**config.mk**
```make
export PLATFORM = sky130hd
export DESIGN_NAME = range_sample_spike_filter_flat
export DESIGN_NICKNAME = d
export VERILOG_FILES = /design/src/design/rsf_pkg.sv /design/src/design/rsf_in_if.sv /design/src/design/rsf_out_if.sv /design/src/design/rsf_ram.sv /design/src/design/rsf_ctrl.sv /design/src/design/rsf_dpath.sv /design/src/design/range_sample_spike_filter.sv /design/src/flat_wrapper.sv
export SDC_FILE = /design/constraint.sdc
export NUM_CORES = 1
export LEC_CHECK = 0
export ABC_AREA = 1
export BUFFER_PORTS_ARGS = -buffer_cell sky130_fd_sc_hd__buf_2
export CORE_MARGIN = 5
export CORE_UTILIZATION = 30
export DETAILED_ROUTE_END_ITERATION = 8
export SLEW_MARGIN = 15
export SYNTH_ARGS = -nofsm -noshare
export SYNTH_HDL_FRONTEND = slang
export SYNTH_SLANG_ARGS = --single-unit
export TNS_END_PERCENT = 50
```
**constraint.sdc**
```tcl
create_clock -name clk_i -period 7.9 [get_ports clk_i]
set_input_delay 0.395 -clock clk_i [delete_from_list [all_inputs] [get_ports clk_i]]
set_output_delay 0.395 -clock clk_i [all_outputs]
set_load 0.05 [all_outputs]
```
**src/design/rsf_pkg.sv**
```systemverilog
// Package for the range sample spike filter: field widths, register indexes,
// reset values, result source codes and the controller/datapath structs.
// Depends on nothing; every other file of the block but rsf_ram imports it.
`default_nettype none

package rsf_pkg;

  localparam int unsigned RAW_W   = 16;
  localparam int unsigned RANGE_W = 13;
  localparam int unsigned SRC_W   = 2;
  localparam int unsigned LIM_W   = 8;
  localparam int unsigned CFG_AW  = 2;
  localparam int unsigned CFG_DW  = 13;

  localparam int unsigned WINDOW_DEPTH_DEF = 8;

  localparam logic [RAW_W-1:0] RANGE_LIMIT = RAW_W'(6400);
  localparam logic [LIM_W-1:0] RUN_MAX     = LIM_W'(255);

  // Configuration register indexes.
  localparam logic [CFG_AW-1:0] REG_INVALID_HOLD = CFG_AW'(0);
  localparam logic [CFG_AW-1:0] REG_SPIKE_HOLD   = CFG_AW'(1);
  localparam logic [CFG_AW-1:0] REG_MAX_DEV      = CFG_AW'(2);

  localparam logic [LIM_W-1:0]   INVALID_HOLD_RST = LIM_W'(3);
  localparam logic [LIM_W-1:0]   SPIKE_HOLD_RST   = LIM_W'(3);
  localparam logic [RANGE_W-1:0] MAX_DEV_RST      = RANGE_W'(800);

  // Where a result's distance came from.
  localparam logic [SRC_W-1:0] SRC_AVG  = SRC_W'(0);
  localparam logic [SRC_W-1:0] SRC_HELD = SRC_W'(1);
  localparam logic [SRC_W-1:0] SRC_NONE = SRC_W'(2);

  typedef struct packed {
    logic load;        // capture the incoming item
    logic check;       // classify the reading, handle the invalid path
    logic walk_start;  // clear the window accumulators
    logic walk_step;   // one read/accumulate step over the window
    logic spike_eval;  // spike test and spike run update
    logic store;       // write the reading into the window
    logic avg_eval;    // empty-window check, divider start
    logic div_step;    // one quotient bit
    logic avg_load;    // take the quotient as the new held value
    logic emit;        // move the result into the output register
  } rsf_cmd_t;

  typedef struct packed {
    logic invalid;     // echo missing or range over the limit
    logic fill_ge2;    // two or more samples stored
    logic walk_done;   // window walk finished
    logic reject;      // spike rejected, held value returned
    logic cnt_zero;    // no nonzero sample in the window
    logic div_done;    // all quotient bits produced
    logic out_free;    // output register can take a result
  } rsf_status_t;

endpackage

`default_nettype wire

```
**src/design/rsf_in_if.sv**
```systemverilog
// Input channel of the range sample spike filter: valid/ready and one reading.
// Depends on rsf_pkg for the field widths.
`default_nettype none

interface rsf_in_if;
  import rsf_pkg::*;

  logic               valid;
  logic               ready;
  logic               echo_seen;
  logic [RAW_W-1:0]   raw_range;

  modport source (output valid, output echo_seen, output raw_range, input ready);
  modport sink   (input valid, input echo_seen, input raw_range, output ready);
endinterface

`default_nettype wire

```
**src/design/rsf_out_if.sv**
```systemverilog
// Output channel of the range sample spike filter: valid/ready and one result.
// Depends on rsf_pkg for the field widths.
`default_nettype none

interface rsf_out_if;
  import rsf_pkg::*;

  logic               valid;
  logic               ready;
  logic [RANGE_W-1:0] range_out;
  logic               range_valid;
  logic [SRC_W-1:0]   range_source;

  modport source (output valid, output range_out, output range_valid,
                  output range_source, input ready);
  modport sink   (input valid, input range_out, input range_valid,
                  input range_source, output ready);
endinterface

`default_nettype wire

```
**src/design/rsf_ram.sv**
```systemverilog
// Generic single write port, single read port RAM with a registered read.
// Depends on nothing.
`default_nettype none

module rsf_ram #(
  parameter int unsigned WIDTH = 13,
  parameter int unsigned DEPTH = 8
) (
  input  wire logic                     clk_i,
  input  wire logic                     we_i,
  input  wire logic [$clog2(DEPTH)-1:0] waddr_i,
  input  wire logic [WIDTH-1:0]         wdata_i,
  input  wire logic [$clog2(DEPTH)-1:0] raddr_i,
  output      logic [WIDTH-1:0]         rdata_o
);

  logic [WIDTH-1:0] mem_q [DEPTH];

  always_ff @(posedge clk_i) begin
    if (we_i) begin
      mem_q[waddr_i] <= wdata_i;
    end
    rdata_o <= mem_q[raddr_i];
  end

endmodule

`default_nettype wire

```
**src/design/rsf_ctrl.sv**
```systemverilog
// Controller of the range sample spike filter: sequences one item through
// check, window walks, spike test, store and division. Depends on rsf_pkg.
`default_nettype none

module rsf_ctrl (
  input  wire logic                 clk_i,
  input  wire logic                 rst_ni,
  input  wire logic                 in_valid_i,
  output      logic                 in_ready_o,
  input  wire rsf_pkg::rsf_status_t status_i,
  output      rsf_pkg::rsf_cmd_t    cmd_o
);
  import rsf_pkg::*;

  typedef enum logic [8:0] {
    ST_IDLE   = 9'b000000001,
    ST_CHECK  = 9'b000000010,
    ST_WALK1  = 9'b000000100,
    ST_TEST   = 9'b000001000,
    ST_STORE  = 9'b000010000,
    ST_WALK2  = 9'b000100000,
    ST_AVG    = 9'b001000000,
    ST_DIVIDE = 9'b010000000,
    ST_EMIT   = 9'b100000000
  } state_e;

  state_e state_q, state_d;

  assign in_ready_o = (state_q == ST_IDLE);

  always_comb begin
    state_d = state_q;
    cmd_o   = '0;
    unique case (state_q)
      ST_IDLE: begin
        if (in_valid_i) begin
          cmd_o.load = 1'b1;
          state_d    = ST_CHECK;
        end
      end
      ST_CHECK: begin
        cmd_o.check = 1'b1;
        if (status_i.invalid) begin
          state_d = ST_EMIT;
        end else if (status_i.fill_ge2) begin
          cmd_o.walk_start = 1'b1;
          state_d          = ST_WALK1;
        end else begin
          state_d = ST_STORE;
        end
      end
      ST_WALK1: begin
        if (status_i.walk_done) begin
          state_d = ST_TEST;
        end else begin
          cmd_o.walk_step = 1'b1;
        end
      end
      ST_TEST: begin
        cmd_o.spike_eval = 1'b1;
        state_d = status_i.reject ? ST_EMIT : ST_STORE;
      end
      ST_STORE: begin
        cmd_o.store      = 1'b1;
        cmd_o.walk_start = 1'b1;
        state_d          = ST_WALK2;
      end
      ST_WALK2: begin
        if (status_i.walk_done) begin
          state_d = ST_AVG;
        end else begin
          cmd_o.walk_step = 1'b1;
        end
      end
      ST_AVG: begin
        cmd_o.avg_eval = 1'b1;
        state_d = status_i.cnt_zero ? ST_EMIT : ST_DIVIDE;
      end
      ST_DIVIDE: begin
        if (status_i.div_done) begin
          cmd_o.avg_load = 1'b1;
          state_d        = ST_EMIT;
        end else begin
          cmd_o.div_step = 1'b1;
        end
      end
      ST_EMIT: begin
        if (status_i.out_free) begin
          cmd_o.emit = 1'b1;
          state_d    = ST_IDLE;
        end
      end
      default: begin
        state_d = ST_IDLE;
      end
    endcase
  end

  always_ff @(posedge clk_i or negedge rst_ni) begin
    if (!rst_ni) begin
      state_q <= ST_IDLE;
    end else begin
      state_q <= state_d;
    end
  end

endmodule

`default_nettype wire

```
**src/design/rsf_dpath.sv**
```systemverilog
// Datapath of the range sample spike filter: configuration registers, run
// counters, window RAM, accumulators, serial divider and output register.
// Depends on rsf_pkg and rsf_ram.
`default_nettype none

module rsf_dpath #(
  parameter int unsigned WINDOW_DEPTH = rsf_pkg::WINDOW_DEPTH_DEF
) (
  input  wire logic                          clk_i,
  input  wire logic                          rst_ni,
  input  wire logic                          cfg_we_i,
  input  wire logic [rsf_pkg::CFG_AW-1:0]    cfg_idx_i,
  input  wire logic [rsf_pkg::CFG_DW-1:0]    cfg_data_i,
  input  wire logic                          echo_seen_i,
  input  wire logic [rsf_pkg::RAW_W-1:0]     raw_range_i,
  input  wire logic                          out_ready_i,
  output      logic                          out_valid_o,
  output      logic [rsf_pkg::RANGE_W-1:0]   range_out_o,
  output      logic                          range_valid_o,
  output      logic [rsf_pkg::SRC_W-1:0]     range_source_o,
  input  wire rsf_pkg::rsf_cmd_t             cmd_i,
  output      rsf_pkg::rsf_status_t          status_o
);
  import rsf_pkg::*;

  localparam int unsigned AW    = $clog2(WINDOW_DEPTH);
  localparam int unsigned CNT_W = $clog2(WINDOW_DEPTH + 1);
  localparam int unsigned SUM_W = RANGE_W + CNT_W;
  localparam int unsigned DC_W  = $clog2(SUM_W + 1);

  // Configuration.
  logic [LIM_W-1:0]   inv_limit_q, spk_limit_q;
  logic [RANGE_W-1:0] max_dev_q;

  always_ff @(posedge clk_i or negedge rst_ni) begin
    if (!rst_ni) begin
      inv_limit_q <= INVALID_HOLD_RST;
      spk_limit_q <= SPIKE_HOLD_RST;
      max_dev_q   <= MAX_DEV_RST;
    end else if (cfg_we_i) begin
      unique case (cfg_idx_i)
        REG_INVALID_HOLD: inv_limit_q <= cfg_data_i[LIM_W-1:0];
        REG_SPIKE_HOLD:   spk_limit_q <= cfg_data_i[LIM_W-1:0];
        REG_MAX_DEV:      max_dev_q   <= cfg_data_i[RANGE_W-1:0];
        default: ;
      endcase
    end
  end

  // Captured item.
  logic             echo_q;
  logic [RAW_W-1:0] raw_q;

  always_ff @(posedge clk_i) begin
    if (cmd_i.load) begin
      echo_q <= echo_seen_i;
      raw_q  <= raw_range_i;
    end
  end

  logic [RANGE_W-1:0] sample;
  assign sample = raw_q[RANGE_W-1:0];

  // Filter state.
  logic [RANGE_W-1:0] held_range_q;
  logic               held_valid_q;
  logic [LIM_W-1:0]   inv_run_q, spk_run_q;
  logic [AW-1:0]      wr_slot_q;
  logic [CNT_W-1:0]   fill_q;

  // Window walk.
  logic [CNT_W-1:0] rd_idx_q, cnt_q;
  logic             pend_q;
  logic [SUM_W-1:0] sum_q;
  logic [RANGE_W-1:0] rdata;

  rsf_ram #(
    .WIDTH (RANGE_W),
    .DEPTH (WINDOW_DEPTH)
  ) u_window (
    .clk_i   (clk_i),
    .we_i    (cmd_i.store),
    .waddr_i (wr_slot_q),
    .wdata_i (sample),
    .raddr_i (rd_idx_q[AW-1:0]),
    .rdata_o (rdata)
  );

  // Divider.
  logic [SUM_W-1:0] quot_q;
  logic [CNT_W-1:0] rem_q;
  logic [DC_W-1:0]  div_cnt_q;
  logic [CNT_W:0]   trial;
  logic             trial_ge;

  assign trial    = {rem_q, quot_q[SUM_W-1]};
  assign trial_ge = (trial >= {1'b0, cnt_q});

  // Result before the output register.
  logic [RANGE_W-1:0] res_range_q;
  logic               res_valid_q;
  logic [SRC_W-1:0]   res_src_q;

  // Classification and run updates.
  logic             invalid;
  logic [LIM_W-1:0] inv_next, spk_next;
  assign invalid  = !echo_q || (raw_q > RANGE_LIMIT);
  assign inv_next = (inv_run_q == RUN_MAX) ? inv_run_q : inv_run_q + LIM_W'(1);
  assign spk_next = (spk_run_q == RUN_MAX) ? spk_run_q : spk_run_q + LIM_W'(1);

  // Exact spike test on the window before the reading is stored.
  logic [SUM_W-1:0] scaled, limit, dev;
  logic             spike, reject;
  assign scaled = SUM_W'(sample) * SUM_W'(cnt_q);
  assign limit  = SUM_W'(max_dev_q) * SUM_W'(cnt_q);
  assign dev    = (scaled > sum_q) ? scaled - sum_q : sum_q - scaled;
  assign spike  = (cnt_q != '0) && (dev > limit);
  assign reject = spike && (spk_next <= spk_limit_q) && held_valid_q;

  always_ff @(posedge clk_i or negedge rst_ni) begin
    if (!rst_ni) begin
      held_range_q <= '0;
      held_valid_q <= 1'b0;
      inv_run_q    <= '0;
      spk_run_q    <= '0;
      wr_slot_q    <= '0;
      fill_q       <= '0;
    end else begin
      if (cmd_i.check) begin
        if (invalid) begin
          inv_run_q <= inv_next;
          if (!(held_valid_q && inv_next <= inv_limit_q) && inv_next > inv_limit_q) begin
            held_range_q <= '0;
            held_valid_q <= 1'b0;
          end
        end else begin
          inv_run_q <= '0;
        end
      end
      if (cmd_i.spike_eval) begin
        spk_run_q <= reject ? spk_next : '0;
      end
      if (cmd_i.store) begin
        // A reading stored without a spike test also ends any spike run.
        spk_run_q <= '0;
        wr_slot_q <= (wr_slot_q == AW'(WINDOW_DEPTH - 1)) ? '0 : wr_slot_q + AW'(1);
        if (fill_q < CNT_W'(WINDOW_DEPTH)) begin
          fill_q <= fill_q + CNT_W'(1);
        end
      end
      if (cmd_i.avg_eval && cnt_q == '0) begin
        held_range_q <= '0;
        held_valid_q <= 1'b0;
      end
      if (cmd_i.avg_load) begin
        held_range_q <= quot_q[RANGE_W-1:0];
        held_valid_q <= 1'b1;
      end
    end
  end

  // Walk, divider and result registers carry payload only.
  always_ff @(posedge clk_i) begin
    if (cmd_i.walk_start) begin
      rd_idx_q <= '0;
      pend_q   <= 1'b0;
      sum_q    <= '0;
      cnt_q    <= '0;
    end else if (cmd_i.walk_step) begin
      if (pend_q && rdata != '0) begin
        sum_q <= sum_q + SUM_W'(rdata);
        cnt_q <= cnt_q + CNT_W'(1);
      end
      if (rd_idx_q < fill_q) begin
        rd_idx_q <= rd_idx_q + CNT_W'(1);
        pend_q   <= 1'b1;
      end else begin
        pend_q <= 1'b0;
      end
    end

    if (cmd_i.avg_eval) begin
      quot_q    <= sum_q;
      rem_q     <= '0;
      div_cnt_q <= DC_W'(SUM_W);
    end else if (cmd_i.div_step) begin
      rem_q     <= trial_ge ? CNT_W'(trial - {1'b0, cnt_q}) : trial[CNT_W-1:0];
      quot_q    <= {quot_q[SUM_W-2:0], trial_ge};
      div_cnt_q <= div_cnt_q - DC_W'(1);
    end

    if (cmd_i.check && invalid) begin
      if (held_valid_q && inv_next <= inv_limit_q) begin
        res_range_q <= held_range_q;
        res_valid_q <= 1'b1;
        res_src_q   <= SRC_HELD;
      end else begin
        res_range_q <= '0;
        res_valid_q <= 1'b0;
        res_src_q   <= SRC_NONE;
      end
    end
    if (cmd_i.spike_eval && reject) begin
      res_range_q <= held_range_q;
      res_valid_q <= 1'b1;
      res_src_q   <= SRC_HELD;
    end
    if (cmd_i.avg_eval && cnt_q == '0) begin
      res_range_q <= '0;
      res_valid_q <= 1'b0;
      res_src_q   <= SRC_NONE;
    end
    if (cmd_i.avg_load) begin
      res_range_q <= quot_q[RANGE_W-1:0];
      res_valid_q <= 1'b1;
      res_src_q   <= SRC_AVG;
    end

    if (cmd_i.emit) begin
      range_out_o    <= res_range_q;
      range_valid_o  <= res_valid_q;
      range_source_o <= res_src_q;
    end
  end

  // Output register.
  logic out_valid_q;

  always_ff @(posedge clk_i or negedge rst_ni) begin
    if (!rst_ni) begin
      out_valid_q <= 1'b0;
    end else if (cmd_i.emit) begin
      out_valid_q <= 1'b1;
    end else if (out_ready_i) begin
      out_valid_q <= 1'b0;
    end
  end

  assign out_valid_o = out_valid_q;

  always_comb begin
    status_o           = '0;
    status_o.invalid   = invalid;
    status_o.fill_ge2  = (fill_q >= CNT_W'(2));
    status_o.walk_done = (rd_idx_q >= fill_q) && !pend_q;
    status_o.reject    = reject;
    status_o.cnt_zero  = (cnt_q == '0);
    status_o.div_done  = (div_cnt_q == '0);
    status_o.out_free  = !out_valid_q || out_ready_i;
  end

endmodule

`default_nettype wire

```
**src/design/range_sample_spike_filter.sv**
```systemverilog
// Top level of the range sample spike filter: joins controller, datapath and
// the two channel interfaces. Depends on rsf_pkg, rsf_in_if, rsf_out_if,
// rsf_ctrl and rsf_dpath.
//
// The block filters ultrasonic range readings one item at a time. Each input
// item carries an echo flag and a Q12.4 cm distance; each produces exactly one
// result item (Q9.4 cm distance, valid flag, source code). An invalid reading
// (no echo or above 6400) goes from the check straight to the output register
// without a window walk. For a valid reading, the window is walked through its
// single RAM read port once before the spike test and once after the store,
// and the average comes from a one-bit-per-cycle divider that produces SUM_W
// quotient bits, where SUM_W = 13 + clog2(WINDOW_DEPTH+1). A rejected spike
// skips the store, the second walk and the divider. While fewer than two
// samples are stored the first walk and the spike test are skipped. The
// window needs no clearing pass after reset: only slots below the fill count
// ever enter the sums. A finished result sits in an output register, so the
// next item is taken while the previous result waits; the block stalls only
// when a second result is ready and the output register is still full.
// Configuration writes (index 0 invalid hold limit, 1 spike hold limit,
// 2 maximum deviation) take effect at once and belong in idle periods.
`default_nettype none

module range_sample_spike_filter #(
  parameter int unsigned WINDOW_DEPTH = rsf_pkg::WINDOW_DEPTH_DEF
) (
  input  wire logic                       clk_i,
  input  wire logic                       rst_ni,
  input  wire logic                       cfg_we_i,
  input  wire logic [rsf_pkg::CFG_AW-1:0] cfg_idx_i,
  input  wire logic [rsf_pkg::CFG_DW-1:0] cfg_data_i,
  rsf_in_if.sink                          in_i,
  rsf_out_if.source                       out_o
);
  import rsf_pkg::*;

  rsf_cmd_t    cmd;
  rsf_status_t status;

  rsf_ctrl u_ctrl (
    .clk_i      (clk_i),
    .rst_ni     (rst_ni),
    .in_valid_i (in_i.valid),
    .in_ready_o (in_i.ready),
    .status_i   (status),
    .cmd_o      (cmd)
  );

  rsf_dpath #(
    .WINDOW_DEPTH (WINDOW_DEPTH)
  ) u_dpath (
    .clk_i          (clk_i),
    .rst_ni         (rst_ni),
    .cfg_we_i       (cfg_we_i),
    .cfg_idx_i      (cfg_idx_i),
    .cfg_data_i     (cfg_data_i),
    .echo_seen_i    (in_i.echo_seen),
    .raw_range_i    (in_i.raw_range),
    .out_ready_i    (out_o.ready),
    .out_valid_o    (out_o.valid),
    .range_out_o    (out_o.range_out),
    .range_valid_o  (out_o.range_valid),
    .range_source_o (out_o.range_source),
    .cmd_i          (cmd),
    .status_o       (status)
  );

endmodule

`default_nettype wire
```
**src/flat_wrapper.sv**
```systemverilog
// flat-port wrapper written by rule: the top's interface ports become plain ports
module range_sample_spike_filter_flat import rsf_pkg::*;
#(
  parameter int unsigned WINDOW_DEPTH = rsf_pkg::WINDOW_DEPTH_DEF
)
  (clk_i, rst_ni, cfg_we_i, cfg_idx_i, cfg_data_i, in_i_valid, in_i_echo_seen, in_i_raw_range, in_i_ready, out_o_valid, out_o_range_out, out_o_range_valid, out_o_range_source, out_o_ready);
  rsf_in_if in_i_i ();
  rsf_out_if out_o_i ();
  input  wire logic clk_i;
  input  wire logic rst_ni;
  input  wire logic cfg_we_i;
  input  wire logic [rsf_pkg::CFG_AW-1:0] cfg_idx_i;
  input  wire logic [rsf_pkg::CFG_DW-1:0] cfg_data_i;
  input wire logic [$bits(in_i_i.valid)-1:0] in_i_valid;
  input wire logic [$bits(in_i_i.echo_seen)-1:0] in_i_echo_seen;
  input wire logic [$bits(in_i_i.raw_range)-1:0] in_i_raw_range;
  output wire logic [$bits(in_i_i.ready)-1:0] in_i_ready;
  output wire logic [$bits(out_o_i.valid)-1:0] out_o_valid;
  output wire logic [$bits(out_o_i.range_out)-1:0] out_o_range_out;
  output wire logic [$bits(out_o_i.range_valid)-1:0] out_o_range_valid;
  output wire logic [$bits(out_o_i.range_source)-1:0] out_o_range_source;
  input wire logic [$bits(out_o_i.ready)-1:0] out_o_ready;
  assign in_i_i.valid = in_i_valid;
  assign in_i_i.echo_seen = in_i_echo_seen;
  assign in_i_i.raw_range = in_i_raw_range;
  assign in_i_ready = in_i_i.ready;
  assign out_o_valid = out_o_i.valid;
  assign out_o_range_out = out_o_i.range_out;
  assign out_o_range_valid = out_o_i.range_valid;
  assign out_o_range_source = out_o_i.range_source;
  assign out_o_i.ready = out_o_ready;
  range_sample_spike_filter #(.WINDOW_DEPTH(WINDOW_DEPTH)) u_core (.clk_i(clk_i), .rst_ni(rst_ni), .cfg_we_i(cfg_we_i), .cfg_idx_i(cfg_idx_i), .cfg_data_i(cfg_data_i), .in_i(in_i_i), .out_o(out_o_i));
endmodule
```
==> results.tsv <==
stage	metric	value	unit
outcome	status	finished, final reports clean	
yosys	biggest area consumer among synthesized cells	edfxtp_1	
global_route	global route overflow	0	
drt	DRT Wirelength	46480	um
clocking	clk slew on worst S/H paths	0.06	ns
clocking	htree depth	2	
timing	Slew @ Worst Pin	1.162	ns
pwr	Power Density	252.1	nW/um^2
layout	register area	7948	sq um
setup_path	r2r setup slk	0.78	ns
layout	utilization after layout	0.3427	
drt	DRC viols	0	
layout	Final Instance Count excl. Fillers	3053	
yosys	net count after synthesis	2407	
global_route	GRT Total Usage	0.1376	
global_route	initial antenna violation count	1	
placement	Final HPWL DP	34240	um
timing	clock skew	0.02417	ns
clocking	Clock Tree Buf Depth	3	
layout	Area Overhead vs Synth	12.66	%
placement	GP Congestion	0.9130	
global_route	largest net degree at the start of global routing	77	
timing	fin. max-slew vios	0	
pwr	Design Power	5234	uW
timing	RSZ-0062 raised after global routing	no	
timing	Tmin final	7.120	ns
timing	Final period util	0.9013	
drt	WL/cell	15.22	um
setup_path	CP startpoint kind	flip-flop	
setup_path	Crit. End Element	flip-flop	
global_route	global-route wire length before repair	74860	um
floorplanning	I/O Pins	55	
drt	post-route ant nets	0	
setup_path	data required time of the worst path	8.24	ns
layout	ant diodes	0	
clocking	CTS tree	done	
setup_path	r2r startpoint	u_core.u_dpath.cnt_q[2]	
floorplanning	# rows	90	
yosys	Ys Warns	0	
timing	Hold Violations, Final	0	
placement	placed instance count	2985	
pwr	P_leak	0.009915	uW
drt	Vias	14470	
floorplanning	core area	60580	sq um
worst_hold_path	Hold Path Class	in2reg	
clocking	clk sink count	294	
yosys	share of the synthesized area in the top cell type	0.2721	
floorplanning	Starting Density	0.3042	
floorplanning	die area	66480	sq um
yosys	Mapped Area	18430	sq um
yosys	Seq/Total Area, Yosys	0.4313	
drt	vias per inst	4.738	
floorplanning	die width	257.8	um
timing	f_max	0.1404	GHz
layout	multi-input combinational cell area	8886	sq um
yosys	FF+latch count, synth	294	
timing	final setup TNS	0	ns
clocking	clock latency on the worst-skew pair	0.54	ns
pwr	VDD IR max	174.3	uV
job	Max Cap Violations	0	
yosys	Post-Synthesis Cells	2184	
yosys	synth top area cells	edfxtp_1, nand2_1, ha_1, dfrtp_1, inv_1	
drt	DRT Pass-1 Iters	5	
timing	endpoints failing setup	0	
global_route	vias in the first global route	14180	
drt	drt initial violations	1060	
setup_path	CP max stage delay	0.56	ns
layout	fin nets	2468	
timing	Slew Limit Headroom	0.2246	
setup_path	critical path arrival	7.46	ns
setup_path	CP most frequent cell	nand2_1	
clocking	clk root buf	clkbuf_16	
setup_path	CP startpoint	u_core.u_dpath.cnt_q[2]	
floorplanning	Die Ht	257.8	um
worst_hold_path	HP Start	in_i_raw_range[12]	
setup_path	Worst Path Max Fanout	19	
setup_path	critical path's top delay family	simple AND/OR/NAND/NOR gates	
placement	Port Buffers	54	
layout	# fillers	6252	
setup_path	slowest CP cell	fa_1	
yosys	synth unique cells	54	
setup_path	crit path buf inv count	5	
layout	share of layout cells above drive strength 1	0.08410	
yosys	synthesized area per cell	8.438	sq um
setup_path	Critical Setup Path Class	reg2reg	
clocking	Num CTS Buffers	34	
where the power goes:
group | total, uW | internal (uW) | leakage, uW | switching [uW]
combinational | 1800 | 619 | 0.00648 | 1180
sequential | 1910 | 1780 | 0.00292 | 124
clock | 1530 | 883 | 0.000514 | 647
total | 5230 | 3290 | 0.00992 | 1950
flip-flops by register name, summed over array words and instances, names as in the netlist, 9 cells and up:
register and count:
u_core.u_dpath.quot_q 17, u_core.u_dpath.u_window.rdata_o 13, u_core.u_dpath.raw_q 16, u_core.u_ctrl.state_q 9, u_core.u_dpath.range_out_o 13, u_core.u_dpath.res_range_q 13
u_core.u_dpath.u_window.mem_q 104, u_core.u_dpath.held_range_q 13, u_core.u_dpath.sum_q 17, u_core.u_dpath.max_dev_q 13
cells in the final DEF, fill, tap and decap left out, drive strengths merged, types with 2 or more instances in the layout:
master,synthesis,final
xnor2,10,10
edfxtp,167,167
nor2,222,222
fa,48,48
dfstp,8,8
mux2,6,6
a211oi,6,6
nand4,14,14
nand3b,2,2
ha,138,138
clkbuf,36,45
o22ai,19,19
dfxtp,51,51
a21boi,3,3
o21a,4,4
nand2,479,479
clkinvlp,0,3
buf,19,79
nor4,2,2
nor3,36,36
inv,359,364
bufinv,0,2
dfrtp,68,68
a31oi,17,17
a21o,12,12
o21bai,7,7
or2,8,8
a21oi,96,96
xor2,54,54
o21ai,204,204
clkinv,5,12
mux2i,3,3
nand3,75,75
worst register-to-register path, delay by kind of cell, from the launching register on:
kind                     cells  cell delay, ns
AND/OR/NAND/NOR             19            2.45
flip-flops                   1            0.49
adder cells (fa/ha/maj)      5            2.23
XOR/XNOR                     1            0.32
buffers and inverters        5            0.50
AO/OA/AOI/OAI                4            0.93
synth_stat cells, drive strengths merged:
cell type,count
dfrtp,68
or2,8
o21bai,7
xnor2,10
nand4,14
a21boi,3
nand3b,2
buf,19
a21oi,96
o21ai,204
nor3,36
o31ai,1
a31oi,17
dfstp,8
o41ai,1
mux2,6
fa,48
o22ai,19
xor2,54
clkinv,5
mux2i,3
edfxtp,167
a32oi,1
ha,138
nor2,222
o21a,4
nor4,2
o211ai,1
a31o,1
nand2,479
inv,359
a211oi,6
nor3b,1
a21o,12
nand3,75
dfxtp,51
clkbuf,36
cells by family (layout without fill, tap and decap cells):
group	after synthesis	after routing	synth area share
adder cells (fa/ha/maj)	186	186	0.1458
AND/OR/NAND/NOR	839	839	0.1867
multiplexers	9	9	0.005296
XOR/XNOR	64	64	0.03042
AO/OA/AOI/OAI	373	373	0.1112
flip-flops	294	294	0.4313
buffers and inverters	419	506	0.08929
what timing repair did:
action | 4_1_cts | 5_1_grt
buffers inserted | 0 | 4
hold buffers | 0 | 1
resized for setup | 0 | 2
hold endpoints to repair | 0 | 27
setup endpoints to repair | 0 | 32
path summary, 6_finish.rpt:
| path | endpoint | cells after the start |
|---|---|---|
| min | u_core.u_dpath.raw_q[12] | 1 |
| min in group asynchronous | u_core.u_dpath.inv_limit_q[7] | 2 |
| max in group asynchronous | u_core.u_dpath.inv_limit_q[1] | 3 |
| min reg2reg | u_core.u_dpath.range_out_o[5] | 0 |
| max reg2reg | u_core.u_dpath.res_range_q[5] | 34 |
| max | u_core.u_dpath.res_range_q[5] | 34 |
per-stage QoR:
stage	area [sq um]	hold WS, ns	setup slack (ns)
floorplan	18430	0.09941	1.241
global placement	19610	0.4073	0.6619
detailed placement	19610	0.4045	0.4546
CTS	20690	0.0005394	0.3895
global route	20760	0.008996	0.08166
finish	20760	0.02562	0.7798
cell type report:
cell class | count | area share
tap | 782 | 0.04713
clock buffer | 45 | 0.04345
clock inverter | 17 | 0.008257
inverter | 364 | 0.06666
multi-input combinational | 1471 | 0.4280
sequential | 294 | 0.3828
timing repair buffer | 80 | 0.02363
metal layers:
metal  GRT usage  up-vias  part of all wire
met4     0.03871        2             0.024
met3     0.02306       70             0.056
met5    0.005848        -            0.0010
li1            -     7203                 -
met1      0.1962     6812              0.48
met2      0.2165      379              0.44
No activity file was read; power rests on OpenSTA's default activity.
